===== config.mk =====
export PLATFORM = sky130hd
export DESIGN_NAME = dvru_route_ram
export DESIGN_NICKNAME = d
export VERILOG_FILES = /design/src/rtl/core/distance_vector_route_update_core_macros.svh /design/src/rtl/core/dvru_route_ram.sv
export SDC_FILE = /design/constraint.sdc
export NUM_CORES = 1
export LEC_CHECK = 0
export ABC_AREA = 1
export BUFFER_PORTS_ARGS = -buffer_cell sky130_fd_sc_hd__buf_2
export CAP_MARGIN = 20
export CORE_ASPECT_RATIO = 1.1
export CORE_MARGIN = 4
export CORE_UTILIZATION = 33
export DETAILED_ROUTE_END_ITERATION = 10
export SLEW_MARGIN = 5
export SYNTH_ARGS = -nofsm -noshare
export SYNTH_HDL_FRONTEND = slang
export SYNTH_SLANG_ARGS = --single-unit

===== constraint.sdc =====
create_clock -name clk_i -period 4.7 [get_ports clk_i]
set_clock_uncertainty 0.05 [all_clocks]
set_input_delay 0.94 -clock clk_i [delete_from_list [all_inputs] [get_ports clk_i]]
set_output_delay 0.94 -clock clk_i [all_outputs]
set_load 0.005 [all_outputs]

===== src/rtl/core/distance_vector_route_update_core_macros.svh =====
// assertion macros shared by the route update core
`ifndef DISTANCE_VECTOR_ROUTE_UPDATE_CORE_MACROS_SVH
`define DISTANCE_VECTOR_ROUTE_UPDATE_CORE_MACROS_SVH

`ifndef NO_ASSERTIONS
// same-cycle implication, sampled on clk_i, quiet during reset
`define DVRU_ASSERT_IMP(label, ante, cons, msg) \
  label: assert property (@(posedge clk_i) disable iff (!rst_ni) (ante) |-> (cons)) \
    else $error(msg);
// next-cycle implication, sampled on clk_i, quiet during reset
`define DVRU_ASSERT_NXT(label, ante, cons, msg) \
  label: assert property (@(posedge clk_i) disable iff (!rst_ni) (ante) |=> (cons)) \
    else $error(msg);
`else
`define DVRU_ASSERT_IMP(label, ante, cons, msg)
`define DVRU_ASSERT_NXT(label, ante, cons, msg)
`endif

`endif


===== src/rtl/core/dvru_route_ram.sv =====
`timescale 1ns / 1ps

// single port synchronous ram with a registered read port
module dvru_route_ram #(
  parameter int unsigned DEPTH  = 64,
  parameter int unsigned WIDTH  = 8,
  parameter int unsigned ADDR_W = $clog2(DEPTH)
) (
  input  logic              clk_i,
  input  logic              we_i,
  input  logic              re_i,
  input  logic [ADDR_W-1:0] addr_i,
  input  logic [WIDTH-1:0]  wdata_i,
  output logic [WIDTH-1:0]  rdata_o
);

  logic [WIDTH-1:0] mem [DEPTH];
  logic [WIDTH-1:0] rdata_q;

  // write port
  always_ff @(posedge clk_i) begin
    if (we_i) begin
      mem[addr_i] <= wdata_i;
    end
  end

  // registered read port
  always_ff @(posedge clk_i) begin
    if (re_i) begin
      rdata_q <= mem[addr_i];
    end
  end

  assign rdata_o = rdata_q;

endmodule


# Word-level counts from Yosys, hierarchy flattened
# Memories as Yosys holds them, arrays and structs flattened. A register that Yosys moved wholly into a read port is not among the register bits.
# Index checks and enable logic that the tools add are counted.
[classes] n_addsub=0 multipliers=0 div=0 n_lt_le_gt_ge=0 eq_ne=0 shifts=0 n_mux=2 bitwise=0 reduce_logical=0
[op_table] op="$mux 1" count=2
[word_totals] ff_bits=0 latchBits=0 ramBits=512 romBits=0 input_bits=17 out_inout_bits=8 elab_cells=3 mem_count=1
[memory_table] name="mem" words=64 word_bits=8 read_ports=1 rd_clocked_by_memory_dff=1 write_ports=1 line_no="dvru_route_ram.sv:17" rtl="logic [WIDTH-1:0] mem [DEPTH];"

# Depth between registers and ports, before layout
[depth] ltp_word=2 depth_mapped=13 depth_no_buf=11

# Worst setup path before layout
# Ideal clock, no wire load.
[synth_timing] path_type="input to register" start="in addr_i[3]" end="mem mem[41][0], enable pin" setup_ps=395 arrival_ps=2514 t_required_ps=4255 setup_slack_ps=1741 cell_stages=5 path_buffers=1 cell_sequence="buf_2 inv_2 nor3_2 inv_2 nor4_1"
[synth_lines] item="start, declared" line_no="dvru_route_ram.sv:12" rtl="input logic [ADDR_W-1:0] addr_i,"
[synth_lines] item="end, declared" line_no="dvru_route_ram.sv:17"
# No word-level cell before the write port.

# Worst setup path after layout
[layout_timing] start="in addr_i[0]" end="mem mem[58][3], enable pin"
# No word-level cell before the write port.

==> metrics.txt <==
# TYPE chip_impl_metric gauge
chip_impl_metric{name="cts_made_buffers",unit=""} 50
chip_impl_metric{name="dieArea",unit="um2"} 71300
chip_impl_metric{name="cts.path.max_buffers",unit=""} 3
chip_impl_metric{name="syn_to_final_growth",unit="%"} 11.4
chip_impl_metric{name="syn_inst",unit=""} 2167
chip_impl_metric{name="layout.area.seq",unit="um2"} 15600
chip_impl_metric{name="final_nets",unit=""} 2202
chip_impl_metric{name="final-hold-violation-count",unit=""} 0
chip_impl_info{name="outcome",value="finished clean"} 1
chip_impl_metric{name="internal_power",unit="mW"} 7.46
chip_impl_info{name="clock-root-buffer",value="sky130_fd_sc_hd__clkbuf_16"} 1
chip_impl_metric{name="netSwitchingFraction",unit="%"} 22.8
chip_impl_metric{name="routed-wl-met2",unit="um"} 27600
chip_impl_metric{name="post-cts-setup-buffer-count",unit=""} 0
chip_impl_info{name="synth_area_leaders",value="sky130_fd_sc_hd__edfxtp_1, sky130_fd_sc_hd__nand2_1, sky130_fd_sc_hd__nor2_1"} 1
chip_impl_metric{name="path_clk_slew",unit="ps"} 70
chip_impl_info{name="top_signal_layer_used",value="met5"} 1
chip_impl_info{name="most-common-layout-cells",value="sky130_fd_sc_hd__nand2_1, sky130_fd_sc_hd__edfxtp_1, sky130_fd_sc_hd__nor2_1, sky130_fd_sc_hd__clkbuf_16, sky130_fd_sc_hd__buf_4"} 1
chip_impl_info{name="worst_setup_path_end_kind",value="register"} 1
chip_impl_metric{name="met3_wirelength",unit="um"} 3910
chip_impl_info{name="hold_path.class",value="input pin to register"} 1
chip_impl_metric{name="viasPerCell",unit=""} 4.80
chip_impl_metric{name="pin_count",unit=""} 25
chip_impl_info{name="setup.worst_path.class",value="input pin to register"} 1
chip_impl_info{name="cts_tree",value="built"} 1
chip_impl_metric{name="post-synth-top-area-fraction",unit="%"} 70.6
chip_impl_metric{name="floorplan.initialDensity",unit="%"} 33.3
chip_impl_metric{name="ys.warnings.count",unit=""} 0
chip_impl_metric{name="arrival",unit="ps"} 3120
chip_impl_info{name="worst_setup_path_start_kind",value="input pin"} 1
chip_impl_metric{name="worst_pin_slew",unit="ps"} 1090
chip_impl_metric{name="syn_area",unit="um2"} 22100
chip_impl_metric{name="layout_cells_sized_above_1",unit="%"} 7.10
chip_impl_metric{name="globalRouteTotalUtil",unit="%"} 16.2
chip_impl_metric{name="die_height",unit="um"} 280
chip_impl_metric{name="totalNegativeSetupSlack",unit="ps"} 0
chip_impl_metric{name="clock.fmax",unit="MHz"} 339
chip_impl_metric{name="power.clock.fraction",unit="%"} 40.5
chip_impl_info{name="synth_top_cell_by_area",value="sky130_fd_sc_hd__edfxtp_1"} 1
chip_impl_metric{name="antenna_violating_nets_post_route",unit=""} 0
chip_impl_metric{name="min_period_over_period",unit="%"} 62.8
chip_impl_metric{name="crit_fanout",unit=""} 62
chip_impl_metric{name="max-slew-margin-rel",unit="%"} 27.6
chip_impl_metric{name="power.static_leakage",unit="nW"} 10.1
chip_impl_metric{name="multi_input_comb_area",unit="um2"} 5810
chip_impl_info{name="critical_path.cell_chain",value="clkbuf_8, inv_6, nand3_1, nor2_1"} 1
chip_impl_metric{name="avgRoutedWirePerCell",unit="um"} 18.8
chip_impl_metric{name="die_w",unit="um"} 255
chip_impl_metric{name="finalSetupViolations",unit=""} 0
chip_impl_metric{name="power_density",unit="nW/um2"} 392
chip_impl_metric{name="core_area",unit="um2"} 66400
chip_impl_metric{name="globalplace.congestion",unit=""} 0.847
chip_impl_metric{name="drtPass1Iterations",unit=""} 5
chip_impl_metric{name="ir_drop",unit="uV"} 250
chip_impl_info{name="critical-path-slowest-cell",value="sky130_fd_sc_hd__nor2_1"} 1
chip_impl_metric{name="overall_power",unit="mW"} 9.66
chip_impl_metric{name="antenna_violations_before_repair",unit=""} 5
chip_impl_metric{name="fillCellCount",unit=""} 6466
chip_impl_metric{name="sequentialPowerShare",unit="%"} 53.4
chip_impl_info{name="setup_repair_after_global_routing_missed_its_margin",value="no"} 1
chip_impl_metric{name="synth_nets",unit=""} 2184
chip_impl_metric{name="final-max-slew-violation-count",unit=""} 0
chip_impl_metric{name="wl_met1",unit="um"} 24600
chip_impl_metric{name="timing.critical_path.buf_inv",unit=""} 2
chip_impl_metric{name="count_of_vias_placed_by_the_detailed_router",unit=""} 14800
chip_impl_info{name="cpLargestDelayFamily",value="simple AND/OR/NAND/NOR gates"} 1
chip_impl_metric{name="clk-insertion-delay-late",unit="ps"} 600
chip_impl_metric{name="grt_first_pass_wirelength",unit="um"} 88500
chip_impl_metric{name="yosys.cell_types.count",unit=""} 21
chip_impl_metric{name="post_cts_resize_count",unit=""} 0
chip_impl_metric{name="avgSynthCellArea",unit="um2"} 10.2
chip_impl_metric{name="dp_hpwl",unit="um"} 34900
chip_impl_metric{name="p_switching",unit="mW"} 2.20
chip_impl_metric{name="grt_overflow",unit=""} 0
chip_impl_metric{name="flip_flop_and_latch_count_after_synthesis",unit=""} 520
chip_impl_metric{name="crit_required",unit="ps"} 4870
chip_impl_metric{name="regToRegSetupSlack",unit="ps"} 3170
chip_impl_metric{name="maximum_number_of_pins_on_one_net_before_global_route_repair",unit=""} 134
chip_impl_metric{name="totalWireLength",unit="um"} 58000
chip_impl_metric{name="cts_hold_buffers",unit=""} 0
chip_impl_metric{name="numPortBuffers",unit=""} 24
chip_impl_metric{name="pwr-share-comb",unit="%"} 6.1
chip_impl_metric{name="drt_first_iter_violations",unit=""} 1484
chip_impl_metric{name="cts_sinks",unit=""} 520
chip_impl_metric{name="core.rowCount",unit=""} 99
chip_impl_metric{name="period_minus_slack",unit="ps"} 2950
chip_impl_metric{name="slowest_delay",unit="ps"} 840
chip_impl_metric{name="yosysSeqAreaShare",unit="%"} 70.6
chip_impl_metric{name="max_cap_viol_count",unit=""} 0
chip_impl_metric{name="vias_in_the_first_global_route",unit=""} 14600
chip_impl_metric{name="drc",unit=""} 0
chip_impl_metric{name="ctsHtreeMaxLevel",unit=""} 2
chip_impl_info{name="layout.cells.most_common",value="sky130_fd_sc_hd__nand2_1"} 1
## per-stage QoR
step / hold WS, ps / utilization, % / setup WS [ps] / cell area [um2] / instances
global route: 662 / 37.1 / 1580 / 24700 / 3085
floorplan: 624 / - / 1740 / 22100 / 2167
CTS: 654 / 37.1 / 1820 / 24700 / 3084
global placement: 687 / 34.8 / 1180 / 23100 / 2991
finish: 686 / 37.1 / 1750 / 24700 / 3085
detailed placement: 696 / 34.8 / 1190 / 23100 / 2991
## layout make-up
type / instances / area share (%)
antenna: 1 / 0.0101
clock inverter: 34 / 1.14
sequential: 520 / 63.3
clock buffer: 59 / 5.21
timing repair buffer: 67 / 1.89
inverter: 30 / 0.482
tap: 858 / 4.35
multi-input combinational: 1516 / 23.6
## worst register-to-register path, stage by stage, from the launching register on
cell and delay [ps]:
sky130_fd_sc_hd__edfxtp_1 360, sky130_fd_sc_hd__nand2_1 70, sky130_fd_sc_hd__nand2_1 60, sky130_fd_sc_hd__nand2_1 90
sky130_fd_sc_hd__nand2_1 70, sky130_fd_sc_hd__nand2_1 70, sky130_fd_sc_hd__nand2_1 90, sky130_fd_sc_hd__nand2_1 90
sky130_fd_sc_hd__nand2_1 60, sky130_fd_sc_hd__nor2_1 180, sky130_fd_sc_hd__nand2_1 90
## metal layers
metal	GRT usage, %	vias up
met5	0	-
met4	5.96	8
met3	2.99	108
met2	26.2	490
met1	21.9	7156
li1	-	7051
## cell families (layout without fill, tap and decap cells)
logic type	Yosys count	count (layout)	synth area share, %
and+or+nand+nor	1504	1504	26.0
DFF	520	520	70.6
buffers and inverters	131	190	3.14
AOI/OAI and AO/OA	12	12	0.328
other	0	1	0
## state kept, by name, indices dropped and copies added (netlist names)
signal,flops
rdata_o,8
mem,512
## worst paths after layout
check,start,to,depth (start not counted)
worst min register to register,mem[47][6],rdata_o[6],6
worst max-delay path,addr_i[0],mem[58][3],4
worst max register to register,mem[8][6],rdata_o[6],10
worst min-delay path,re_i,rdata_o[7],1
## cell usage after synthesis (all sizes together)
| master | instances |
|---|---|
| buf | 78 |
| clkbuf | 23 |
| clkinv | 1 |
| edfxtp | 520 |
| inv | 29 |
| nand2 | 1384 |
| nand3 | 13 |
| nand4 | 2 |
| nor2 | 89 |
| nor3 | 8 |
| nor4 | 2 |
| o211ai | 5 |
| o21ai | 7 |
| or2 | 6 |
## power groups by stage
stage / Sequential, mW / Clock, mW / Combinational (mW)
after global placement: 5.26 / 0 / 0.590
after detailed placement: 5.26 / 0 / 0.593
after floorplan: 5.25 / 0 / 0.351
after global routing: 5.16 / 4.19 / 0.659
after CTS: 5.16 / 3.98 / 0.595
final: 5.16 / 3.91 / 0.590
(Power assumes the default switching activity.)
